<file path="config.mk">
export PLATFORM = sky130hd
export DESIGN_NAME = via_timers_shift_register_port_core
export DESIGN_NICKNAME = d
export VERILOG_FILES = /design/src/sv/vtsrp_pkg.sv /design/src/sv/via_timers_shift_register_port_core.sv
export SDC_FILE = /design/constraint.sdc
export NUM_CORES = 1
export LEC_CHECK = 0
export BUFFER_PORTS_ARGS = -buffer_cell sky130_fd_sc_hd__buf_4
export CAP_MARGIN = 20
export CORE_ASPECT_RATIO = 0.8
export CORE_MARGIN = 5
export CORE_UTILIZATION = 55
export DETAILED_ROUTE_END_ITERATION = 12
export GPL_ROUTABILITY_DRIVEN = 0
export PLACE_DENSITY = 0.8
export SKIP_LAST_GASP = 1
export SYNTH_ARGS = -nofsm -noshare
export SYNTH_HDL_FRONTEND = slang
export SYNTH_SLANG_ARGS = --single-unit
</file>
<file path="constraint.sdc">
create_clock -name clk -period 2.2 [get_ports clk]
set_input_delay 0.22 -clock clk [delete_from_list [all_inputs] [get_ports clk]]
set_output_delay 0.22 -clock clk [all_outputs]
set_load 0.01 [all_outputs]
</file>
<file path="src/sv/vtsrp_pkg.sv">
// Package for the VIA timers, shift register and port core: codes, masks and word layout.
package vtsrp_pkg;

  // Item kinds carried on the input word
  typedef enum logic [1:0] {
    OP_READ  = 2'd0,
    OP_WRITE = 2'd1,
    OP_TICK  = 2'd2,
    OP_NONE  = 2'd3
  } op_t;

  // Register numbers, 6522 numbering
  typedef enum logic [3:0] {
    SEL_ORB  = 4'd0,
    SEL_ORA  = 4'd1,
    SEL_DDRB = 4'd2,
    SEL_DDRA = 4'd3,
    SEL_T1CL = 4'd4,
    SEL_T1CH = 4'd5,
    SEL_T1LL = 4'd6,
    SEL_T1LH = 4'd7,
    SEL_T2CL = 4'd8,
    SEL_T2CH = 4'd9,
    SEL_SR   = 4'd10,
    SEL_ACR  = 4'd11,
    SEL_PCR  = 4'd12,
    SEL_IFR  = 4'd13,
    SEL_IER  = 4'd14,
    SEL_ORAN = 4'd15
  } reg_sel_t;

  // Interrupt flag bits (7-bit flag and enable registers)
  localparam logic [6:0] FLAG_SR = 7'h04;
  localparam logic [6:0] FLAG_T2 = 7'h20;
  localparam logic [6:0] FLAG_T1 = 7'h40;

  // ACR fields
  localparam logic [7:0] ACR_SR_MODE_MASK = 8'h1C;
  localparam logic [7:0] ACR_SR_SHIFT_IN  = 8'h08;
  localparam int unsigned ACR_T1_FREE_BIT = 6;
  localparam int unsigned ACR_T2_PULSE_BIT = 5;

  // Port B bit that drives the card select, active low
  localparam int unsigned PB_CARD_SEL_BIT = 6;

  localparam logic [7:0] SPI_FILL = 8'hFF;
  localparam logic [15:0] TIMER_ROLL = 16'hFFFF;

  // Word widths on the two channels
  localparam int unsigned IN_DATA_W  = 16;
  localparam int unsigned IN_USER_W  = 6;
  localparam int unsigned OUT_DATA_W = 24;

  // Fields of one input word
  typedef struct packed {
    op_t      op;
    reg_sel_t reg_sel;
    logic [7:0] write_data;
    logic [7:0] spi_reply;
  } in_item_t;

  // Fields of one result word
  typedef struct packed {
    logic [7:0] read_data;
    logic       irq_line;
    logic       spi_start;
    logic [7:0] spi_send;
    logic       card_select;
  } out_item_t;

endpackage

</file>
<file path="src/sv/via_timers_shift_register_port_core.sv">
// Top level of the VIA timers, shift register and port core.
//
// Input channel in_*: one word is a register read, a register write or one
// clock tick. in_tuser carries the kind and the register number, in_tdata the
// write byte and the card's reply byte for a shift register exchange.
// Result channel out_*: exactly one result word per input word, in order:
// read byte, IRQ line after the word, SPI exchange strobe and sent byte, and
// the card select level.
// Path: an accepted word is held in the input register, processed, and
// loaded into the result register once that register is free, which raises
// out_tvalid. Throughput: one word per cycle while the receiver takes results.
// The register state (port B, ACR, PCR, IER/IFR, shift register, both
// timers) is read and written by one short pass of logic between the input
// register and the result register.
// Reset (rst_n low, synchronous) clears all register state and empties both
// stages; card_select reads 1 after reset since port B bit 6 is 0.
// When the receiver stalls, the result word holds, the input register keeps
// the next word, and in_tready drops once both are full.
module via_timers_shift_register_port_core (
  input  logic                               clk,
  input  logic                               rst_n,
  input  logic                               in_tvalid,
  output logic                               in_tready,
  // in_tdata: [7:0] write_data, [15:8] spi_reply
  input  logic [vtsrp_pkg::IN_DATA_W-1:0]    in_tdata,
  // in_tuser: [1:0] op, [5:2] reg_sel
  input  logic [vtsrp_pkg::IN_USER_W-1:0]    in_tuser,
  output logic                               out_tvalid,
  input  logic                               out_tready,
  // out_tdata: [7:0] read_data, [8] irq_line, [9] spi_start,
  //            [17:10] spi_send, [18] card_select, [23:19] zero
  output logic [vtsrp_pkg::OUT_DATA_W-1:0]   out_tdata
);
  import vtsrp_pkg::*;

  // Pipeline registers
  logic      in_vld_r;
  in_item_t  in_item_r;
  logic      out_vld_r;
  out_item_t out_item_r;
  out_item_t out_item_nxt;
  logic      out_free;
  logic      advance;

  // Block state
  logic [7:0]  port_b_out_r, port_b_out_nxt;
  logic [7:0]  port_b_dir_r, port_b_dir_nxt;
  logic [7:0]  aux_control_r, aux_control_nxt;
  logic [7:0]  periph_control_r, periph_control_nxt;
  logic [6:0]  irq_enable_r, irq_enable_nxt;
  logic [6:0]  irq_flags_r, irq_flags_nxt;
  logic [7:0]  shift_data_r, shift_data_nxt;
  logic [15:0] t1_latch_r, t1_latch_nxt;
  logic [15:0] t1_count_r, t1_count_nxt;
  logic        t1_active_r, t1_active_nxt;
  logic        t1_done_r, t1_done_nxt;
  logic [7:0]  t2_latch_low_r, t2_latch_low_nxt;
  logic [15:0] t2_count_r, t2_count_nxt;
  logic        t2_active_r, t2_active_nxt;
  logic        t2_done_r, t2_done_nxt;

  logic shift_in_mode;

  // Handshake: the result register frees when empty or being taken
  assign out_free  = !out_vld_r || out_tready;
  assign advance   = in_vld_r && out_free;
  assign in_tready = !in_vld_r || out_free;

  // Capture the input word
  always_ff @(posedge clk) begin
    if (!rst_n) begin
      in_vld_r <= 1'b0;
    end else if (in_tready) begin
      in_vld_r <= in_tvalid;
    end
  end

  always_ff @(posedge clk) begin
    if (in_tvalid && in_tready) begin
      in_item_r.op         <= op_t'(in_tuser[1:0]);
      in_item_r.reg_sel    <= reg_sel_t'(in_tuser[5:2]);
      in_item_r.write_data <= in_tdata[7:0];
      in_item_r.spi_reply  <= in_tdata[15:8];
    end
  end

  assign shift_in_mode = (aux_control_r & ACR_SR_MODE_MASK) == ACR_SR_SHIFT_IN;

  // Process one word against the register state
  always_comb begin
    port_b_out_nxt     = port_b_out_r;
    port_b_dir_nxt     = port_b_dir_r;
    aux_control_nxt    = aux_control_r;
    periph_control_nxt = periph_control_r;
    irq_enable_nxt     = irq_enable_r;
    irq_flags_nxt      = irq_flags_r;
    shift_data_nxt     = shift_data_r;
    t1_latch_nxt       = t1_latch_r;
    t1_count_nxt       = t1_count_r;
    t1_active_nxt      = t1_active_r;
    t1_done_nxt        = t1_done_r;
    t2_latch_low_nxt   = t2_latch_low_r;
    t2_count_nxt       = t2_count_r;
    t2_active_nxt      = t2_active_r;
    t2_done_nxt        = t2_done_r;
    out_item_nxt       = '0;

    case (in_item_r.op)
      OP_READ: begin
        case (in_item_r.reg_sel)
          SEL_ORB:  out_item_nxt.read_data = port_b_out_r;
          SEL_DDRB: out_item_nxt.read_data = port_b_dir_r;
          SEL_ACR:  out_item_nxt.read_data = aux_control_r;
          SEL_PCR:  out_item_nxt.read_data = periph_control_r;
          SEL_IER:  out_item_nxt.read_data = {1'b1, irq_enable_r};
          SEL_IFR: begin
            out_item_nxt.read_data = {|(irq_flags_r & irq_enable_r),
                                      irq_flags_r | (shift_in_mode ? FLAG_SR : 7'h00)};
          end
          SEL_SR: begin
            // Shift-in mode pulls one byte from the card on a read
            if (shift_in_mode) begin
              out_item_nxt.spi_start = 1'b1;
              out_item_nxt.spi_send  = SPI_FILL;
              shift_data_nxt         = in_item_r.spi_reply;
            end
            irq_flags_nxt          = irq_flags_r & ~FLAG_SR;
            out_item_nxt.read_data = shift_in_mode ? in_item_r.spi_reply : shift_data_r;
          end
          SEL_T1CL: begin
            irq_flags_nxt          = irq_flags_r & ~FLAG_T1;
            out_item_nxt.read_data = t1_count_r[7:0];
          end
          SEL_T1CH: out_item_nxt.read_data = t1_count_r[15:8];
          SEL_T1LL: out_item_nxt.read_data = t1_latch_r[7:0];
          SEL_T1LH: out_item_nxt.read_data = t1_latch_r[15:8];
          SEL_T2CL: begin
            irq_flags_nxt          = irq_flags_r & ~FLAG_T2;
            out_item_nxt.read_data = t2_count_r[7:0];
          end
          SEL_T2CH: out_item_nxt.read_data = t2_count_r[15:8];
          default:  out_item_nxt.read_data = 8'h00;
        endcase
      end
      OP_WRITE: begin
        case (in_item_r.reg_sel)
          SEL_ORB:  port_b_out_nxt     = in_item_r.write_data;
          SEL_DDRB: port_b_dir_nxt     = in_item_r.write_data;
          SEL_ACR:  aux_control_nxt    = in_item_r.write_data;
          SEL_PCR:  periph_control_nxt = in_item_r.write_data;
          SEL_IER: begin
            // Bit 7 picks set or clear for the named enables
            if (in_item_r.write_data[7]) begin
              irq_enable_nxt = irq_enable_r | in_item_r.write_data[6:0];
            end else begin
              irq_enable_nxt = irq_enable_r & ~in_item_r.write_data[6:0];
            end
          end
          SEL_IFR: irq_flags_nxt = irq_flags_r & ~in_item_r.write_data[6:0];
          SEL_SR: begin
            out_item_nxt.spi_start = 1'b1;
            out_item_nxt.spi_send  = in_item_r.write_data;
            shift_data_nxt         = in_item_r.spi_reply;
            irq_flags_nxt          = irq_flags_r | FLAG_SR;
          end
          SEL_T1CL, SEL_T1LL: t1_latch_nxt = {t1_latch_r[15:8], in_item_r.write_data};
          SEL_T1CH: begin
            t1_latch_nxt  = {in_item_r.write_data, t1_latch_r[7:0]};
            t1_count_nxt  = {in_item_r.write_data, t1_latch_r[7:0]};
            t1_active_nxt = 1'b1;
            t1_done_nxt   = 1'b0;
            irq_flags_nxt = irq_flags_r & ~FLAG_T1;
          end
          SEL_T1LH: begin
            t1_latch_nxt  = {in_item_r.write_data, t1_latch_r[7:0]};
            irq_flags_nxt = irq_flags_r & ~FLAG_T1;
          end
          SEL_T2CL: t2_latch_low_nxt = in_item_r.write_data;
          SEL_T2CH: begin
            t2_count_nxt  = {in_item_r.write_data, t2_latch_low_r};
            t2_active_nxt = 1'b1;
            t2_done_nxt   = 1'b0;
            irq_flags_nxt = irq_flags_r & ~FLAG_T2;
          end
          default: ;
        endcase
      end
      OP_TICK: begin
        // Timer 1: reload in free-run, flag once and roll over in one-shot
        if (t1_active_r) begin
          if (t1_count_r == 16'h0000) begin
            if (aux_control_r[ACR_T1_FREE_BIT]) begin
              irq_flags_nxt = irq_flags_nxt | FLAG_T1;
              t1_count_nxt  = t1_latch_r;
            end else begin
              if (!t1_done_r) begin
                irq_flags_nxt = irq_flags_nxt | FLAG_T1;
                t1_done_nxt   = 1'b1;
              end
              t1_count_nxt = TIMER_ROLL;
            end
          end else begin
            t1_count_nxt = t1_count_r - 16'd1;
          end
        end
        // Timer 2: one-shot, halted in pulse-count mode
        if (t2_active_r && !aux_control_r[ACR_T2_PULSE_BIT]) begin
          if (t2_count_r == 16'h0000) begin
            if (!t2_done_r) begin
              irq_flags_nxt = irq_flags_nxt | FLAG_T2;
              t2_done_nxt   = 1'b1;
            end
            t2_count_nxt = TIMER_ROLL;
          end else begin
            t2_count_nxt = t2_count_r - 16'd1;
          end
        end
      end
      default: ;
    endcase

    out_item_nxt.irq_line    = |(irq_flags_nxt & irq_enable_nxt);
    out_item_nxt.card_select = !port_b_out_nxt[PB_CARD_SEL_BIT];
  end

  // Commit state when the word moves into the result register
  always_ff @(posedge clk) begin
    if (!rst_n) begin
      port_b_out_r     <= '0;
      port_b_dir_r     <= '0;
      aux_control_r    <= '0;
      periph_control_r <= '0;
      irq_enable_r     <= '0;
      irq_flags_r      <= '0;
      shift_data_r     <= '0;
      t1_latch_r       <= '0;
      t1_count_r       <= '0;
      t1_active_r      <= 1'b0;
      t1_done_r        <= 1'b0;
      t2_latch_low_r   <= '0;
      t2_count_r       <= '0;
      t2_active_r      <= 1'b0;
      t2_done_r        <= 1'b0;
    end else if (advance) begin
      port_b_out_r     <= port_b_out_nxt;
      port_b_dir_r     <= port_b_dir_nxt;
      aux_control_r    <= aux_control_nxt;
      periph_control_r <= periph_control_nxt;
      irq_enable_r     <= irq_enable_nxt;
      irq_flags_r      <= irq_flags_nxt;
      shift_data_r     <= shift_data_nxt;
      t1_latch_r       <= t1_latch_nxt;
      t1_count_r       <= t1_count_nxt;
      t1_active_r      <= t1_active_nxt;
      t1_done_r        <= t1_done_nxt;
      t2_latch_low_r   <= t2_latch_low_nxt;
      t2_count_r       <= t2_count_nxt;
      t2_active_r      <= t2_active_nxt;
      t2_done_r        <= t2_done_nxt;
    end
  end

  // Hold the result word until taken
  always_ff @(posedge clk) begin
    if (!rst_n) begin
      out_vld_r <= 1'b0;
    end else if (out_free) begin
      out_vld_r <= in_vld_r;
    end
  end

  always_ff @(posedge clk) begin
    if (advance) begin
      out_item_r <= out_item_nxt;
    end
  end

  assign out_tvalid = out_vld_r;
  assign out_tdata  = {5'b00000,
                       out_item_r.card_select,
                       out_item_r.spi_send,
                       out_item_r.spi_start,
                       out_item_r.irq_line,
                       out_item_r.read_data};

endmodule

</file>
==> results.py <==
metrics = {
    "power_and_ir_drop": {
        "intPower_mw": 5.240,
        "cellPowerDensity_nw_per_um2": 703.3,
        "total_leakage_power_nw": 3.980,
        "clkPwrFrac": 0.429,
        "pwr-share-seq": 0.436,
        "ir_drop_mv": 0.5295,
        "pwr-share-comb": 0.135,
        "p_switching_mw": 1.931,
        "p_sw_frac": 0.2693,
    },
    "synth": {
        "synth_edf_count": 41,
        "avgSynthCellArea_um2": 9.103,
        "synthArstFlopShare": 0,
        "synth.cell_area_um2": 8357,
        "yosysTopAreaCell": "dfxtp_1",
        "ys.flop_type": "dfxtp_1",
        "yosysTopAreaCellShare": 0.2779,
        "ys_seq_area_frac": 0.4252,
        "yosysWarnings": 0,
        "yosysUniqueCellTypes": 84,
        "ys_ff_latch": 157,
        "syn_inst": 918,
        "synth_common_cells": "dfxtp_1 (116), nor2_1 (87), a21oi_1 (78)",
        "ys_top_cells_by_area": "dfxtp_1 (28%), edfxtp_1 (15%), mux2i_1 (6.9%), a21oi_1 (4.7%), nor2_1 (3.9%)",
        "post-synth-top-count-cell": "dfxtp_1",
    },
    "outcome": {
        "failed_checks": "negative setup slack",
        "status": "complete, but fails checks",
    },
    "global_routing": {
        "grt_antenna_before_repair": 0,
        "grt_max_degree": 89,
        "grt_pass1_wl_mm": 44.10,
        "gr-total-overflow": 0,
        "grtUsageTotal": 0.3171,
        "grt_pass1_vias": 7797,
    },
    "cells_and_area": {
        "diodes": 0,
        "drive_gt1_frac": 0.1996,
        "seq_area_um2": 3553,
        "fillers": 1092,
        "area_delta_synth_final_pct": 22.01,
        "fin_nets": 1048,
        "multiInputGateArea_um2": 4424,
        "utilization": 0.6814,
    },
    "floorplan": {
        "start_util": 0.5584,
        "pin_count": 52,
        "core.rowCount": 40,
        "fp.dieW_um": 147.8,
        "coreArea_um2": 14960,
        "die_y_um": 120.3,
        "die_area_um2": 17770,
    },
    "detailed_routing": {
        "vias_per_cell": 7.005,
        "drtPass1Iterations": 12,
        "wl_per_cell_um": 23.83,
        "drt_iter0_drc": 1572,
        "drt_wl_total_mm": 28.98,
        "vias": 8518,
        "drc": 0,
        "detail-route-antenna-nets": 0,
    },
    "sta": {
        "timing.fmax_mhz": 450.4,
        "fin_skew_ns": 0.009335,
        "finalWorstSetupSlack_ns": -0.02045,
        "finalHoldViolations": 0,
        "drv_slew": 0,
        "tightest_slew_ns": 0.6438,
        "setup_viol": 1,
        "period_share": 1.009,
        "maxSlewHeadroom": 0.5708,
        "whs_ns": 0.05063,
        "fin_crit_ns": 2.220,
    },
    "clock_network": {
        "cts_tree": "done",
        "cts_root_buf": "clkbuf_16",
        "htree_levels": 4,
        "cts_buffers": 17,
        "clock_path_buffers": 2,
        "insertion_delay_ns": 0.44,
        "clkTransAtPathRegs_ns": 0.07,
        "cts.sinks": 157,
    },
    "worst_setup_path": {
        "arrival_ns": 2.38,
        "required_ns": 2.35,
        "rrSetupSlack_ns": -0.02,
        "critPathCaptureType": "flip-flop",
        "critical_path_class": "reg2reg",
        "setup.worst_path.start_class": "flip-flop",
        "cp_max_fo": 20,
    },
    "hold_path": {
        "holdCritPathClass": "in2reg",
    },
    "flow_run": {
        "cap_violations": 0,
    },
    "placement": {
        "dp_worst_setup_slack_ns": -0.07479,
        "dp_hpwl_mm": 19.43,
        "placement.io_buffers": 46,
    },
}
## placed cells by master (no fill, tap or decap), types with 12 or more instances in the layout
cell and count:
buf_4 119, dfxtp_1 116, nor2_1 86, a21oi_1 78
nand2_1 73, mux2i_1 58, nand3_1 50, edfxtp_1 41
nor3_1 22, o21ai_0 22, dlygate4sd3_1 22, inv_1 18
clkbuf_16 18, nor2b_1 15, a22oi_1 14, mux2_2 13
a31oi_1 13, nand2b_1 12
## cells by family (layout without fill, tap and decap cells)
family | count (synthesis) | after routing | share of synthesized area
AO/OA/AOI/OAI | 246 | 246 | 0.2059
XOR/XNOR | 3 | 3 | 0.003145
adder cells (fa/ha/maj) | 8 | 8 | 0.01198
buffers and inverters | 98 | 203 | 0.05300
flip-flops | 157 | 157 | 0.4252
multiplexers | 71 | 71 | 0.08699
other | 1 | 5 | 0.0004487
AND/OR/NAND/NOR | 334 | 334 | 0.2134
## registers in the layout, summed over array words and instances, names as in the netlist, 16 cells and up
register    cells
t1_latch_r     16
out_tdata      19
in_item_r      22
t1_count_r     16
t2_count_r     16
## final timing paths
path,cells after the start,start,endpoint
worst max-delay path,5,in_item_r[17],out_tdata[6]
worst min-delay path,3,in_tvalid,in_vld_r
worst max register to register,5,in_item_r[17],out_tdata[6]
worst min register to register,2,shift_data_r[2],shift_data_r[2]
## area by class of cell
| cell class | instances | area share |
|---|---|---|
| multi-input combinational | 667 | 0.4339 |
| tap | 189 | 0.02319 |
| sequential | 157 | 0.3485 |
| timing repair buffer | 150 | 0.1269 |
| clock buffer | 20 | 0.04381 |
| inverter | 21 | 0.008099 |
| clock inverter | 12 | 0.01558 |
## critical path, cell delays in order (launching register included)
cell and delay (ns):
edfxtp_1 0.51, buf_12 0.20, mux2_2 0.35, a32o_1 0.31, a221oi_1 0.36, a31oi_1 0.19
## timing repair
item / in CTS / in global routing
resized for setup: 1 / 10
hold buffers: 22 / 0
gates cloned: 0 / 1
hold endpoints to repair: 22 / 0
setup endpoints to repair: 6 / 30
pin swaps: 0 / 0
buffers inserted: 0 / 5
## power groups by stage
stage | Clock (mW) | Combinational, mW | Sequential (mW)
detailed placement | 0 | 0.858 | 3.18
finish | 3.08 | 0.966 | 3.13
global placement | 0 | 0.845 | 3.18
floorplan | 0 | 0.562 | 3.15
CTS | 3.08 | 0.899 | 3.12
global route | 3.20 | 1.01 | 3.13
## through the flow
| step | TNS (ns) | instance area [um^2] | instances | total power [mW] |
|---|---|---|---|---|
| after floorplan | 0 | 8372 | 922 | 3.710 |
| after global placement | 0 | 9240 | 1155 | 4.027 |
| after detailed placement | -0.3514 | 9240 | 1155 | 4.041 |
| after CTS | 0 | 10070 | 1209 | 7.097 |
| after global routing | -0.01913 | 10200 | 1216 | 7.345 |
| final | -0.02045 | 10200 | 1216 | 7.171 |
## per-layer routing
layer,share of wire,GRT usage
met5,0,0
met4,0.043,0.1044
met3,0.16,0.1113
met1,0.39,0.4386
met2,0.41,0.4652
No activity file was read; power rests on OpenSTA's default activity.
